===== src/sv/flsi_pkg.sv =====
`default_nettype none
package flsi_pkg;

  // header layout
  localparam int unsigned HdrBytes  = 42;
  localparam int unsigned PosW      = 6;
  localparam int unsigned InfoFirst = 18;
  localparam int unsigned InfoLast  = 25;
  localparam int unsigned InfoW     = 64;

  // expected header bytes
  localparam logic [7:0] MagicF     = 8'h66;
  localparam logic [7:0] MagicL     = 8'h4C;
  localparam logic [7:0] MagicA     = 8'h61;
  localparam logic [7:0] MagicC     = 8'h43;
  localparam logic [7:0] TypeMask   = 8'h7F;
  localparam logic [7:0] StreamLen  = 8'd34;

  // field widths
  localparam int unsigned RateW   = 20;
  localparam int unsigned ChanW   = 4;
  localparam int unsigned BitsW   = 6;
  localparam int unsigned FramesW = 36;
  localparam int unsigned DurW    = 32;

  // divider sizing: frames * 1000 fits in 46 bits
  localparam int unsigned MsScaleW  = 10;
  localparam logic [MsScaleW-1:0] MsScale = 10'd1000;
  localparam int unsigned DividendW = FramesW + MsScaleW;
  localparam int unsigned DivCntW   = $clog2(DividendW + 1);

  // queue between front and back
  localparam int unsigned QDepth = 2;
  localparam int unsigned QPtrW  = $clog2(QDepth);
  localparam int unsigned QCntW  = $clog2(QDepth + 1);

  // one queued job: either a plain failure or a collected info word
  typedef struct packed {
    logic             fail_only;
    logic [InfoW-1:0] info;
  } job_t;

  typedef enum logic {
    BkIdle,
    BkDiv
  } back_state_e;

  function automatic logic byte_ok(input logic [PosW-1:0] pos, input logic [7:0] b);
    logic ok;
    case (pos)
      6'd0:    ok = (b == MagicF);
      6'd1:    ok = (b == MagicL);
      6'd2:    ok = (b == MagicA);
      6'd3:    ok = (b == MagicC);
      6'd4:    ok = ((b & TypeMask) == 8'h00);
      6'd5:    ok = (b == 8'h00);
      6'd6:    ok = (b == 8'h00);
      6'd7:    ok = (b == StreamLen);
      default: ok = 1'b1;
    endcase
    return ok;
  endfunction

endpackage
`default_nettype wire


===== src/sv/flsi_front.sv =====
`default_nettype none
module flsi_front (
  input  wire logic           clk_i,
  input  wire logic           rst_ni,
  input  wire logic           in_valid_i,
  output logic                in_stall_o,
  input  wire logic [7:0]     data_byte_i,
  input  wire logic           last_byte_i,
  input  wire logic           q_full_i,
  output logic                push_o,
  output flsi_pkg::job_t      push_job_o
);
  import flsi_pkg::*;

  logic [PosW-1:0]  pos_q, pos_d;
  logic             bad_q, bad_d;
  logic             given_q, given_d;
  logic [InfoW-1:0] info_q, info_d;
  logic             accept;
  logic             active;

  assign in_stall_o = q_full_i;
  assign accept     = in_valid_i && !q_full_i;
  assign active     = !given_q && (pos_q < PosW'(HdrBytes));

  always_comb begin
    pos_d      = pos_q;
    bad_d      = bad_q;
    given_d    = given_q;
    info_d     = info_q;
    push_o     = 1'b0;
    push_job_o = '{fail_only: 1'b1, info: '0};
    if (accept) begin
      if (active) begin
        if (!byte_ok(pos_q, data_byte_i)) begin
          bad_d = 1'b1;
        end
        if (pos_q >= PosW'(InfoFirst) && pos_q <= PosW'(InfoLast)) begin
          info_d = {info_q[InfoW-9:0], data_byte_i};
        end
        pos_d = pos_q + 1'b1;
        if (pos_q == PosW'(HdrBytes - 1)) begin
          // bytes past 7 never fail the check, so the held flag is final
          push_o     = 1'b1;
          push_job_o = '{fail_only: bad_q, info: info_q};
          given_d    = 1'b1;
        end else if (last_byte_i) begin
          push_o = 1'b1;
        end
      end
      if (last_byte_i) begin
        pos_d   = '0;
        bad_d   = 1'b0;
        given_d = 1'b0;
        info_d  = '0;
      end
    end
  end

  always_ff @(posedge clk_i or negedge rst_ni) begin
    if (!rst_ni) begin
      pos_q   <= '0;
      bad_q   <= 1'b0;
      given_q <= 1'b0;
      info_q  <= '0;
    end else begin
      pos_q   <= pos_d;
      bad_q   <= bad_d;
      given_q <= given_d;
      info_q  <= info_d;
    end
  end

endmodule
`default_nettype wire


===== src/sv/flsi_queue.sv =====
`default_nettype none
module flsi_queue (
  input  wire logic           clk_i,
  input  wire logic           rst_ni,
  input  wire logic           push_i,
  input  wire flsi_pkg::job_t push_job_i,
  output logic                full_o,
  input  wire logic           pop_i,
  output logic                empty_o,
  output flsi_pkg::job_t      head_o
);
  import flsi_pkg::*;

  job_t              slots_q [QDepth];
  logic [QPtrW-1:0]  wr_q, rd_q;
  logic [QCntW-1:0]  cnt_q;

  assign full_o  = (cnt_q == QCntW'(QDepth));
  assign empty_o = (cnt_q == '0);
  assign head_o  = slots_q[rd_q];

  always_ff @(posedge clk_i) begin
    if (push_i) begin
      slots_q[wr_q] <= push_job_i;
    end
  end

  always_ff @(posedge clk_i or negedge rst_ni) begin
    if (!rst_ni) begin
      wr_q  <= '0;
      rd_q  <= '0;
      cnt_q <= '0;
    end else begin
      if (push_i) begin
        wr_q <= (wr_q == QPtrW'(QDepth - 1)) ? '0 : wr_q + 1'b1;
      end
      if (pop_i) begin
        rd_q <= (rd_q == QPtrW'(QDepth - 1)) ? '0 : rd_q + 1'b1;
      end
      case ({push_i, pop_i})
        2'b10:   cnt_q <= cnt_q + 1'b1;
        2'b01:   cnt_q <= cnt_q - 1'b1;
        default: cnt_q <= cnt_q;
      endcase
    end
  end

endmodule
`default_nettype wire


===== src/sv/flsi_back.sv =====
`default_nettype none
module flsi_back (
  input  wire logic                         clk_i,
  input  wire logic                         rst_ni,
  input  wire logic                         q_empty_i,
  input  wire flsi_pkg::job_t               q_head_i,
  output logic                              pop_o,
  output logic                              out_valid_o,
  input  wire logic                         out_stall_i,
  output logic                              probe_failed_o,
  output logic [flsi_pkg::RateW-1:0]        sample_rate_o,
  output logic [flsi_pkg::ChanW-1:0]        channel_count_o,
  output logic [flsi_pkg::BitsW-1:0]        sample_bits_o,
  output logic [flsi_pkg::FramesW-1:0]      total_frames_o,
  output logic [flsi_pkg::DurW-1:0]         duration_ms_o
);
  import flsi_pkg::*;

  back_state_e          state_q, state_d;
  logic [InfoW-1:0]     info_q;
  logic [RateW-1:0]     rem_q, rem_d;
  logic [DividendW-1:0] quo_q, quo_d;
  logic [DivCntW-1:0]   cnt_q;

  logic                 out_free;
  logic                 start_div, step_div, load_direct, load_quot;

  logic [RateW-1:0]     h_rate, j_rate;
  logic [FramesW-1:0]   h_frames, j_frames;
  logic [ChanW-1:0]     h_chan, j_chan;
  logic [BitsW-1:0]     h_bits, j_bits;
  logic                 needs_div;

  logic [RateW:0]       trial;
  logic [RateW+1:0]     diff;
  logic                 ge;

  logic                 ov_q;
  logic                 pf_q;
  logic [RateW-1:0]     rate_q;
  logic [ChanW-1:0]     chan_q;
  logic [BitsW-1:0]     bits_q;
  logic [FramesW-1:0]   frames_q;
  logic [DurW-1:0]      dur_q;

  // field decode of the queue head and of the held job
  assign h_rate   = q_head_i.info[63:44];
  assign h_chan   = ChanW'(q_head_i.info[43:41]) + 1'b1;
  assign h_bits   = BitsW'(q_head_i.info[40:36]) + 1'b1;
  assign h_frames = q_head_i.info[FramesW-1:0];
  assign j_rate   = info_q[63:44];
  assign j_chan   = ChanW'(info_q[43:41]) + 1'b1;
  assign j_bits   = BitsW'(info_q[40:36]) + 1'b1;
  assign j_frames = info_q[FramesW-1:0];

  assign needs_div = !q_head_i.fail_only && (h_rate != '0) && (h_frames != '0);
  assign out_free  = !ov_q || !out_stall_i;

  // restoring divide, one quotient bit per cycle
  assign trial = {rem_q, quo_q[DividendW-1]};
  assign diff  = {1'b0, trial} - {2'b00, j_rate};
  assign ge    = !diff[RateW+1];
  assign rem_d = ge ? diff[RateW-1:0] : trial[RateW-1:0];
  assign quo_d = {quo_q[DividendW-2:0], ge};

  always_comb begin
    state_d = state_q;
    case (state_q)
      BkIdle: begin
        if (pop_o && needs_div) begin
          state_d = BkDiv;
        end
      end
      BkDiv: begin
        if (load_quot) begin
          state_d = BkIdle;
        end
      end
      default: state_d = BkIdle;
    endcase
  end

  always_comb begin
    pop_o       = 1'b0;
    start_div   = 1'b0;
    step_div    = 1'b0;
    load_direct = 1'b0;
    load_quot   = 1'b0;
    case (state_q)
      BkIdle: begin
        if (!q_empty_i && (needs_div || out_free)) begin
          pop_o       = 1'b1;
          start_div   = needs_div;
          load_direct = !needs_div;
        end
      end
      BkDiv: begin
        if (cnt_q == DivCntW'(DividendW)) begin
          load_quot = out_free;
        end else begin
          step_div = 1'b1;
        end
      end
      default: ;
    endcase
  end

  always_ff @(posedge clk_i or negedge rst_ni) begin
    if (!rst_ni) begin
      state_q <= BkIdle;
      ov_q    <= 1'b0;
      cnt_q   <= '0;
    end else begin
      state_q <= state_d;
      if (load_direct || load_quot) begin
        ov_q <= 1'b1;
      end else if (!out_stall_i) begin
        ov_q <= 1'b0;
      end
      if (start_div) begin
        cnt_q <= '0;
      end else if (step_div) begin
        cnt_q <= cnt_q + 1'b1;
      end
    end
  end

  always_ff @(posedge clk_i) begin
    if (start_div) begin
      info_q <= q_head_i.info;
      rem_q  <= '0;
      quo_q  <= DividendW'(h_frames) * DividendW'(MsScale);
    end else if (step_div) begin
      rem_q <= rem_d;
      quo_q <= quo_d;
    end
    if (load_direct) begin
      if (q_head_i.fail_only) begin
        pf_q     <= 1'b1;
        rate_q   <= '0;
        chan_q   <= '0;
        bits_q   <= '0;
        frames_q <= '0;
      end else begin
        pf_q     <= (h_rate == '0);
        rate_q   <= h_rate;
        chan_q   <= h_chan;
        bits_q   <= h_bits;
        frames_q <= h_frames;
      end
      dur_q <= '0;
    end else if (load_quot) begin
      pf_q     <= 1'b0;
      rate_q   <= j_rate;
      chan_q   <= j_chan;
      bits_q   <= j_bits;
      frames_q <= j_frames;
      dur_q    <= quo_q[DurW-1:0];
    end
  end

  assign out_valid_o     = ov_q;
  assign probe_failed_o  = pf_q;
  assign sample_rate_o   = rate_q;
  assign channel_count_o = chan_q;
  assign sample_bits_o   = bits_q;
  assign total_frames_o  = frames_q;
  assign duration_ms_o   = dur_q;

endmodule
`default_nettype wire


===== src/sv/flac_streaminfo_parser_top.sv =====
// flac streaminfo probe: reads a flac file buffer one word (byte) at a time
// input channel: in_valid_i / in_stall_o carry data_byte_i and last_byte_i,
//   last_byte_i marks the final byte of a buffer and rearms the parser
// output channel: out_valid_o / out_stall_i carry one result per buffer,
//   either on the 42nd byte or on an earlier last byte (short buffer)
// the front takes one byte per cycle while the queue has room, checks magic,
//   block type and length, collects the stream info bytes, and puts a result
//   as a job into a 2-deep queue; the back pops jobs and runs a restoring
//   divider for frames*1000/rate; failures, zero rate and zero frames skip it
// path: the front writes a job into a queue slot, and the back loads it into
//   the output registers directly or, with a divide, when the divider is done
// throughput: one byte per cycle while the queue has room; the back takes a
//   new job only after a divide is done and a plain result every cycle while
//   unstalled; in_stall_o rises only when the queue holds two jobs
// a stalled result holds in the output register while the front keeps going
// reset clears the parser, the queue and the output valid; no result is pending
`default_nettype none
module flac_streaminfo_parser_top (
  input  wire logic                         clk_i,
  input  wire logic                         rst_ni,
  input  wire logic                         in_valid_i,
  output logic                              in_stall_o,
  input  wire logic [7:0]                   data_byte_i,
  input  wire logic                         last_byte_i,
  output logic                              out_valid_o,
  input  wire logic                         out_stall_i,
  output logic                              probe_failed_o,
  output logic [flsi_pkg::RateW-1:0]        sample_rate_o,
  output logic [flsi_pkg::ChanW-1:0]        channel_count_o,
  output logic [flsi_pkg::BitsW-1:0]        sample_bits_o,
  output logic [flsi_pkg::FramesW-1:0]      total_frames_o,
  output logic [flsi_pkg::DurW-1:0]         duration_ms_o
);
  import flsi_pkg::*;

  // front to queue
  logic push;
  job_t push_job;
  logic q_full;

  // queue to back
  logic q_empty;
  logic pop;
  job_t q_head;

  flsi_front u_front (
    .clk_i      (clk_i),
    .rst_ni     (rst_ni),
    .in_valid_i (in_valid_i),
    .in_stall_o (in_stall_o),
    .data_byte_i(data_byte_i),
    .last_byte_i(last_byte_i),
    .q_full_i   (q_full),
    .push_o     (push),
    .push_job_o (push_job)
  );

  flsi_queue u_queue (
    .clk_i     (clk_i),
    .rst_ni    (rst_ni),
    .push_i    (push),
    .push_job_i(push_job),
    .full_o    (q_full),
    .pop_i     (pop),
    .empty_o   (q_empty),
    .head_o    (q_head)
  );

  flsi_back u_back (
    .clk_i          (clk_i),
    .rst_ni         (rst_ni),
    .q_empty_i      (q_empty),
    .q_head_i       (q_head),
    .pop_o          (pop),
    .out_valid_o    (out_valid_o),
    .out_stall_i    (out_stall_i),
    .probe_failed_o (probe_failed_o),
    .sample_rate_o  (sample_rate_o),
    .channel_count_o(channel_count_o),
    .sample_bits_o  (sample_bits_o),
    .total_frames_o (total_frames_o),
    .duration_ms_o  (duration_ms_o)
  );

  // the front never pushes into a full queue
  a_no_overflow: assert property (@(posedge clk_i) disable iff (!rst_ni)
    !(push && q_full))
    else $error("job pushed into full queue");

  // the back never pops an empty queue
  a_no_underflow: assert property (@(posedge clk_i) disable iff (!rst_ni)
    !(pop && q_empty))
    else $error("job popped from empty queue");

  // a passing result always carries a nonzero rate and decoded format
  a_pass_fields: assert property (@(posedge clk_i) disable iff (!rst_ni)
    (out_valid_o && !probe_failed_o) |->
      (sample_rate_o != '0 && channel_count_o != '0 && sample_bits_o != '0))
    else $error("passing result with empty fields");

  // a failure with zero rate never reports a duration
  a_fail_dur: assert property (@(posedge clk_i) disable iff (!rst_ni)
    (out_valid_o && probe_failed_o) |-> (duration_ms_o == '0))
    else $error("failed result with nonzero duration");

endmodule
`default_nettype wire

===== config.mk =====
export PLATFORM = sky130hd
export DESIGN_NAME = flac_streaminfo_parser_top
export DESIGN_NICKNAME = d
export VERILOG_FILES = /design/src/sv/flsi_pkg.sv /design/src/sv/flsi_front.sv /design/src/sv/flsi_queue.sv /design/src/sv/flsi_back.sv /design/src/sv/flac_streaminfo_parser_top.sv
export SDC_FILE = /design/constraint.sdc
export NUM_CORES = 1
export LEC_CHECK = 0
export BUFFER_PORTS_ARGS = -buffer_cell sky130_fd_sc_hd__buf_4
export CAP_MARGIN = 5
export CORE_AREA = 3 3 239 171
export DETAILED_ROUTE_END_ITERATION = 16
export DIE_AREA = 0 0 242 174
export GPL_TIMING_DRIVEN = 0
export PLACE_DENSITY_LB_ADDON = 0.05
export SKIP_CTS_REPAIR_TIMING = 1
export SYNTH_ARGS = -nofsm -noshare
export SYNTH_HDL_FRONTEND = slang
export SYNTH_SLANG_ARGS = --single-unit

===== constraint.sdc =====
create_clock -name clk_i -period 14.4 [get_ports clk_i]
set_input_delay 2.16 -clock clk_i [delete_from_list [all_inputs] [get_ports clk_i]]
set_output_delay 2.16 -clock clk_i [all_outputs]
set_load 0.02 [all_outputs]

==> summary.md, run 1 <==
| Metric | Value |
|---|---|
| Total negative setup slack | 0 ns |
| Async set-or-reset flop fraction in the synthesized netlist | 0.1896 |
| Sequential fraction of the synthesis area | 0.4917 |
| Syn Nets | 2,452 |
| Final WL | approximately 59,000 um |
| Slowest CP cell | mux2i_1 |
| Status | finished, final reports clean |
| Min-delay src | u_back.duration_ms_o[10] |
| Clk_lat worst skew | 0.57 ns |
| 1st-pass router iterations | 5 |
| Startpoint type of the worst setup path | flip-flop |
| Synth-to-Final Area Change | 12.54% |
| RSZ-0062 raised after global routing | no |
| Placed cell area | ~0.027 sq mm |
| Unique masters post-synth | 84 |
| Total Die Area | 0.04211 sq mm |
| Syn Area/Cell | roughly 12 sq um |
| Ports | 114 |
| Reported max-cap violation count | 0 |
| Minimum clock period after layout | 7.629 ns |
| Share of cells above drive strength 1 | 0.1201 |
| Hold Fails Final Rpt | 0 |
| Chip width | 242 um |
| Reg2Reg Setup Slack | a little under 7 ns |
| Nets@finish | 2,622 |
| Synth Register Bits | 443 |
| Port buffer count | 113 |
| Worst Max-Slew Pin Slew | 1.341 ns |
| Final hold slack | 0.4546 ns |
| Rel. slew slack | 0.08041 |
| FP Rows | 60 |
| End of the worst register-to-register path | u_back.quo_q[38] |
| CP peak stage delay | 1.02 ns |
| WP data arrival | 7.92 ns |
| Synthesized area | 0.02508 sq mm |
| Final Cycle Share | 0.5298 |
| CP Max Fanout | 10 |
| Via count | 17.32k |
| Core ar. | 0.03844 sq mm |
| Post-route ant nets | 0 |
| Die Y-Extent | around 170 um |
| Gate Count Post-Synth | 2,161 |
| Gpl congestion | 0.9097 |
| Crit path required time | 14.69 ns |
| First-pass GRT wire length | 94,540 um |
| Largest net degree at the start of global routing | 85 |
| Crit-path cells | buf_2 -> buf_2 -> buf_2 -> mux2i_1 -> inv_1 -> fa_1 -> fa_1 -> inv_1 -> fa_1 -> fa_1 -> inv_1 -> ha_1 -> a21oi_1 -> o21ai_1 -> o21ai_0 -> o211ai_1 -> a211oi_1 -> o21ai_0 -> xnor2_1 -> o21ai_0 |
| Reg2reg path depth | 20 |
| Top cell by count, worst path | fa_1 |
| Clock Path Buffers | 3 |
| CP endpoint kind | flip-flop |
| DP HPWL | 44,970 um |
| Number of global-route vias before repair | about 17k |
| CTS tree | built |
| Worst Hold Path EP | u_back.duration_ms_o[10] |
| Hold crit path type | flip-flop to flip-flop |
| Inserted Clock Buffers | 42 |
| FMAX | 131.1 MHz |
| Initial DRC Count | 1,802 |
| Per-cell routed wire length | approximately 21 um |
| Number of remaining DRC errors | 0 |
| Setup violators final | 0 |
| Clk root buf | clkbuf_16 |
| GRT Util Overall | 0.2848 |
| Worst-path clk slew | about 0.060 ns |
| Hold depth | 2 |
| YS warnings | 0 |
| Effective utilization at floorplan | 0.6525 |
| Cell area after layout | 0.02823 sq mm |
| Clock Skew | between 0.03 and 0.04 ns |
| Worst r2r src | u_queue.rd_q |
| Initial antenna violation count | 2 |
| Worst Setup Path Type | flip-flop to flip-flop |
| CTS H-tree depth | 2 |
| Sink Count | 443 |
| Max Slew Vio Count | 0 |
| Via-per-instance ratio | 5.985 |
| Synth Flop Type | edfxtp_1 |
| EDFF count, synth | 304 |
| GR Overflow Total | 0 |
==> through the flow <==
step / setup slack [ns] / utilization / instances
2_1_floorplan: 7.930 / - / 2161
4_1_cts: 6.897 / 0.7328 / 2886
3_5_place_dp: 6.942 / 0.6960 / 2808
3_3_place_gp: 5.446 / 0.6918 / 2801
6_report: 6.771 / 0.7344 / 2893
5_1_grt: 6.352 / 0.7343 / 2892
==> state kept, by name, summed over array words and instances, names as in the netlist, 2 cells and up <==
register                count
u_front.info_q             64
u_back.info_q              64
u_back.sample_bits_o        6
u_queue.slots_q           130
u_back.duration_ms_o       32
u_queue.cnt_q               2
u_back.cnt_q                6
u_front.pos_q               6
u_back.rem_q               20
u_back.channel_count_o      4
u_back.quo_q               46
u_back.total_frames_o      36
u_back.sample_rate_o       20
==> worst max path at each step <==
stage	startpoint	end	slack (ns)	cells after the start
detailed placement	u_queue.rd_q	u_back.quo_q[38]	6.94	20
floorplan	in_valid_i	u_queue.slots_q[0][0]	7.93	5
global placement	in_valid_i	u_queue.slots_q[0][22]	5.45	6
global route	u_queue.rd_q	u_back.quo_q[38]	6.35	20
CTS	u_queue.rd_q	u_back.quo_q[38]	6.90	20
finish	u_queue.rd_q	u_back.quo_q[38]	6.77	20
==> kinds of logic after synthesis <==
logic type | share of synthesized area
flip-flops | 0.4917
buffers and inverters | 0.05238
adder cells (fa/ha/maj) | 0.1791
AO/OA/AOI/OAI | 0.1210
XOR/XNOR | 0.02549
multiplexers | 0.03377
AND/OR/NAND/NOR | 0.09663
==> cell type report <==
type / count / area, sq um
Antenna cell: 1 / 2.502
Sequential cell: 443 / 12330
Multi-Input combinational cell: 1384 / 11470
Buffer: 99 / 434.2
Tap cell: 527 / 659.4
Clock inverter: 16 / 163.9
Timing Repair Buffer: 126 / 1032
Fill cell: 2652 / 10210
Inverter: 235 / 882.1
Clock buffer: 62 / 1251
==> cell usage in the layout, fill, tap and decap left out, drive strengths merged, types with 41 or more instances in the layout <==
cell type	n
edfxtp	304
nand2	243
inv	240
buf	164
ha	143
fa	135
clkbuf	123
a21oi	107
o21ai	105
dfrtp	84
and3	73
a22o	71
mux2i	61
dfxtp	55
nor2	55
o31ai	43
xnor2	41
==> routing by layer <==
metal,vias to the layer above,GRT usage,share of wire
met5,-,0,0
met4,0,0.06456,0.021
met3,82,0.05675,0.080
met2,662,0.4277,0.43
met1,8587,0.4330,0.47
li1,7984,-,-
==> critical path: cells and delay by family, from the launching register on <==
family / cells / cell delay (ns)
XOR/XNOR: 1 / 0.23
flip-flops: 1 / 0.33
buffers and inverters: 6 / 1.49
adder cells (fa/ha/maj): 5 / 2.43
AO/OA/AOI/OAI: 7 / 1.85
multiplexers: 1 / 1.02
==> cell usage after synthesis (13+ instances only) <==
library cell / n / area [sq um]
o31ai_1: 42 / 315.3
a22o_1: 71 / 621.9
mux2i_1: 61 / 610.6
nand2b_1: 13 / 81.33
and3_1: 73 / 456.7
buf_2: 36 / 180.2
edfxtp_1: 304 / 9129
xnor2_1: 41 / 359.1
inv_1: 234 / 878.3
fa_1: 135 / 2703
o21ai_0: 90 / 450.4
dfrtp_1: 84 / 2102
a21oi_1: 107 / 535.5
nor3_1: 18 / 90.09
mux2_2: 21 / 236.5
a211oi_1: 14 / 105.1
nor2_1: 55 / 206.5
a21o_1: 27 / 202.7
nand3_1: 25 / 125.1
xor2_1: 32 / 280.3
dfxtp_1: 55 / 1101
nand4_1: 23 / 143.9
clkbuf_1: 59 / 221.5
o21ai_1: 13 / 65.06
ha_1: 143 / 1789
nand2_1: 242 / 908.4
Power of run 1 is not shown: default switching activity piles up to over one toggle a cycle in this logic, so the estimate is an artifact.
==> inputs of run 2 (changes only) <==
--- a/config.mk
+++ b/config.mk
@@ -7,9 +7,9 @@
 export LEC_CHECK = 0
 export BUFFER_PORTS_ARGS = -buffer_cell sky130_fd_sc_hd__buf_4
 export CAP_MARGIN = 5
-export CORE_AREA = 3 3 239 171
+export CORE_AREA = 3 3 243 173
 export DETAILED_ROUTE_END_ITERATION = 16
-export DIE_AREA = 0 0 242 174
+export DIE_AREA = 0 0 246 176
 export GPL_TIMING_DRIVEN = 0
 export PLACE_DENSITY_LB_ADDON = 0.05
 export SKIP_CTS_REPAIR_TIMING = 1
==> constraint.sdc (replaced) <==
create_clock -name clk_i -period 7.6 [get_ports clk_i]
set_input_delay 1.14 -clock clk_i [delete_from_list [all_inputs] [get_ports clk_i]]
set_output_delay 1.14 -clock clk_i [all_outputs]
set_load 0.02 [all_outputs]
==> run 2 against run 1 <==
Maximum frequency rose by 5.8%; design area fell by 0.12%; clock skew rose by 0.0060 ns; final cell count rose by 0.24%; non-clock buffer count rose by 2; setup slack got worse by 6.4 ns; via count fell by 0.62%; sequential share of layout area rose by 0.054 points; register-to-register slack got worse by 6.4 ns; critical path type unchanged.
==> summary.md, run 2 (synthesized netlist as in run 1, its figures left out) <==
| Metric | Value |
|---|---|
| Hold Fails Final Rpt | 0 |
| # diodes | 0 |
| Final WL | 59,980 um |
| 1st-pass router iterations | 6 |
| Worst Setup Path Type | flip-flop to flip-flop |
| Post-Place Cells | 2,822 |
| Worst Max-Slew Pin Slew | 1.278 ns |
| FMAX | 138.7 MHz |
| First-pass GRT wire length | 94,690 um |
| Largest net degree at the start of global routing | 85 |
| Rel. slew slack | 0.1428 |
| Total negative setup slack | 0 ns |
| Initial DRC Count | 1,576 |
| Register Area | 0.01233 sq mm |
| Reported max-cap violation count | 0 |
| Via-per-instance ratio | 5.933 |
| Clock Skew | 0.03872 ns |
| Number of remaining DRC errors | 0 |
| Most frequent cells in the layout | edfxtp_1 (304), nand2_1 (241), inv_1 (233) |
| DP HPWL | 45,500 um |
| Non-Filler Instances | 2,900 |
| Port buffer count | 113 |
| Share of cells above drive strength 1 | 0.1209 |
| Setup violators final | 0 |
| Top cell by count, worst path | fa_1 |
| Post-route ant nets | 0 |
| Crit-path cells | buf_2 -> buf_2 -> buf_2 -> mux2i_1 -> inv_1 -> fa_1 -> fa_1 -> inv_1 -> fa_1 -> fa_1 -> inv_1 -> ha_1 -> a21oi_1 -> o21ai_1 -> o21ai_0 -> o211ai_1 -> a211oi_1 -> o21ai_0 -> xnor2_1 -> o21ai_0 |
| Initial antenna violation count | 0 |
| CTS tree | built |
| Multi-input gate area | approximately 0.012 sq mm |
| Max Slew Vio Count | 0 |
| Final hold slack | 0.4549 ns |
| Final Cycle Share | 0.9487 |
| CTS H-tree depth | 2 |
| Min-delay src | u_back.duration_ms_o[0] |
| Synth-to-Final Area Change | 12.40% |
| Largest regs | u_queue.slots_q x130, u_back.info_q x64, u_front.info_q x64 |
| CP endpoint kind | flip-flop |
| Total Die Area | 0.04330 sq mm |
| Inserted Clock Buffers | 42 |
| Worst Hold Path EP | u_back.duration_ms_o[0] |
| End of the worst register-to-register path | u_back.quo_q[38] |
| WP data arrival | 7.50 ns |
| Hold depth | 2 |
| Die Y-Extent | 176 um |
| Top reg by flops | u_queue.slots_q |
| Clk_lat worst skew | 0.57 ns |
| Clock Path Buffers | 3 |
| Clk root buf | clkbuf_16 |
| Filler cell count | 2,848 |
| Slowest CP cell | mux2i_1 |
| GR Overflow Total | 0 |
| Minimum clock period after layout | 7.210 ns |
| Sink Count | ~440 |
| Core ar. | between 0.03 and 0.04 sq mm |
| CP peak stage delay | 0.97 ns |
| CP Max Fanout | 10 |
| Worst-path clk slew | 0.07 ns |
| Final core utilization | 0.7090 |
| Chip width | 246 um |
| GRT Util Overall | 0.2821 |
| Reg2reg path depth | 20 |
| Nets@finish | 2,624 |
| Per-cell routed wire length | 20.68 um |
| Startpoint type of the worst setup path | flip-flop |
| Crit path required time | 7.89 ns |
| Max reg flops | 130 |
| Hold crit path type | flip-flop to flip-flop |
| Via count | 17.21k |
| Most common cell after layout, fill and taps aside | edfxtp_1 |
| Worst r2r src | u_queue.rd_q |
| RSZ-0062 raised after global routing | no |
| Effective utilization at floorplan | 0.6308 |
| Status | finished, final reports clean |
| Number of global-route vias before repair | approximately 17k |
| Gpl congestion | slightly above 0.9 |
| Ports | 114 |
| Reg2Reg Setup Slack | between 0.3 and 0.4 ns |
| FP Rows | 61 |
-- run 2: worst max path at each step --
stage	from	end	slack, ns	depth (start not counted)
floorplan	u_queue.rd_q	u_back.quo_q[39]	1.47	19
global placement	in_valid_i	u_queue.slots_q[0][3]	-0.30	6
detailed placement	u_queue.rd_q	u_back.quo_q[39]	0.23	21
CTS	u_queue.rd_q	u_back.quo_q[39]	0.19	21
global route	u_queue.rd_q	u_back.quo_q[45]	0.04	22
finish	u_queue.rd_q	u_back.quo_q[38]	0.39	20
-- run 2: worst max-delay path: cells and delay by family (launching register included) --
| family | cells | cell delay, ns |
|---|---|---|
| adder cells (fa/ha/maj) | 5 | 2.42 |
| AO/OA/AOI/OAI | 7 | 1.70 |
| buffers and inverters | 6 | 1.27 |
| multiplexers | 1 | 0.97 |
| flip-flops | 1 | 0.32 |
| XOR/XNOR | 1 | 0.23 |
-- run 2: area by class of cell --
type	count	share of cell area
Buffer	99	0.01540
Clock buffer	57	0.04154
Clock inverter	19	0.004926
Inverter	235	0.03129
Multi-Input combinational cell	1384	0.4080
Sequential cell	443	0.4374
Tap cell	535	0.02374
Timing Repair Buffer	128	0.03764
-- run 2: metal layers --
metal / track usage / up-vias / wire length, um
met5: 0 / - / 0
met4: 0.05949 / 0 / 1036
met3: 0.06027 / 78 / 5236
met2: 0.4132 / 628 / 25940
met1: 0.4371 / 8528 / 27760
li1: - / 7973 / -
-- run 2: per-stage QoR --
| step | cell area [sq um] | worst slack (ns) |
|---|---|---|
| after floorplan | 25080 | 1.471 |
| after global placement | 26600 | -0.3010 |
| after detailed placement | 26830 | 0.2280 |
| after CTS | 28140 | 0.1867 |
| after global routing | 28190 | 0.03687 |
| final | 28190 | 0.3899 |
Power of run 2 is left out for the same reason.
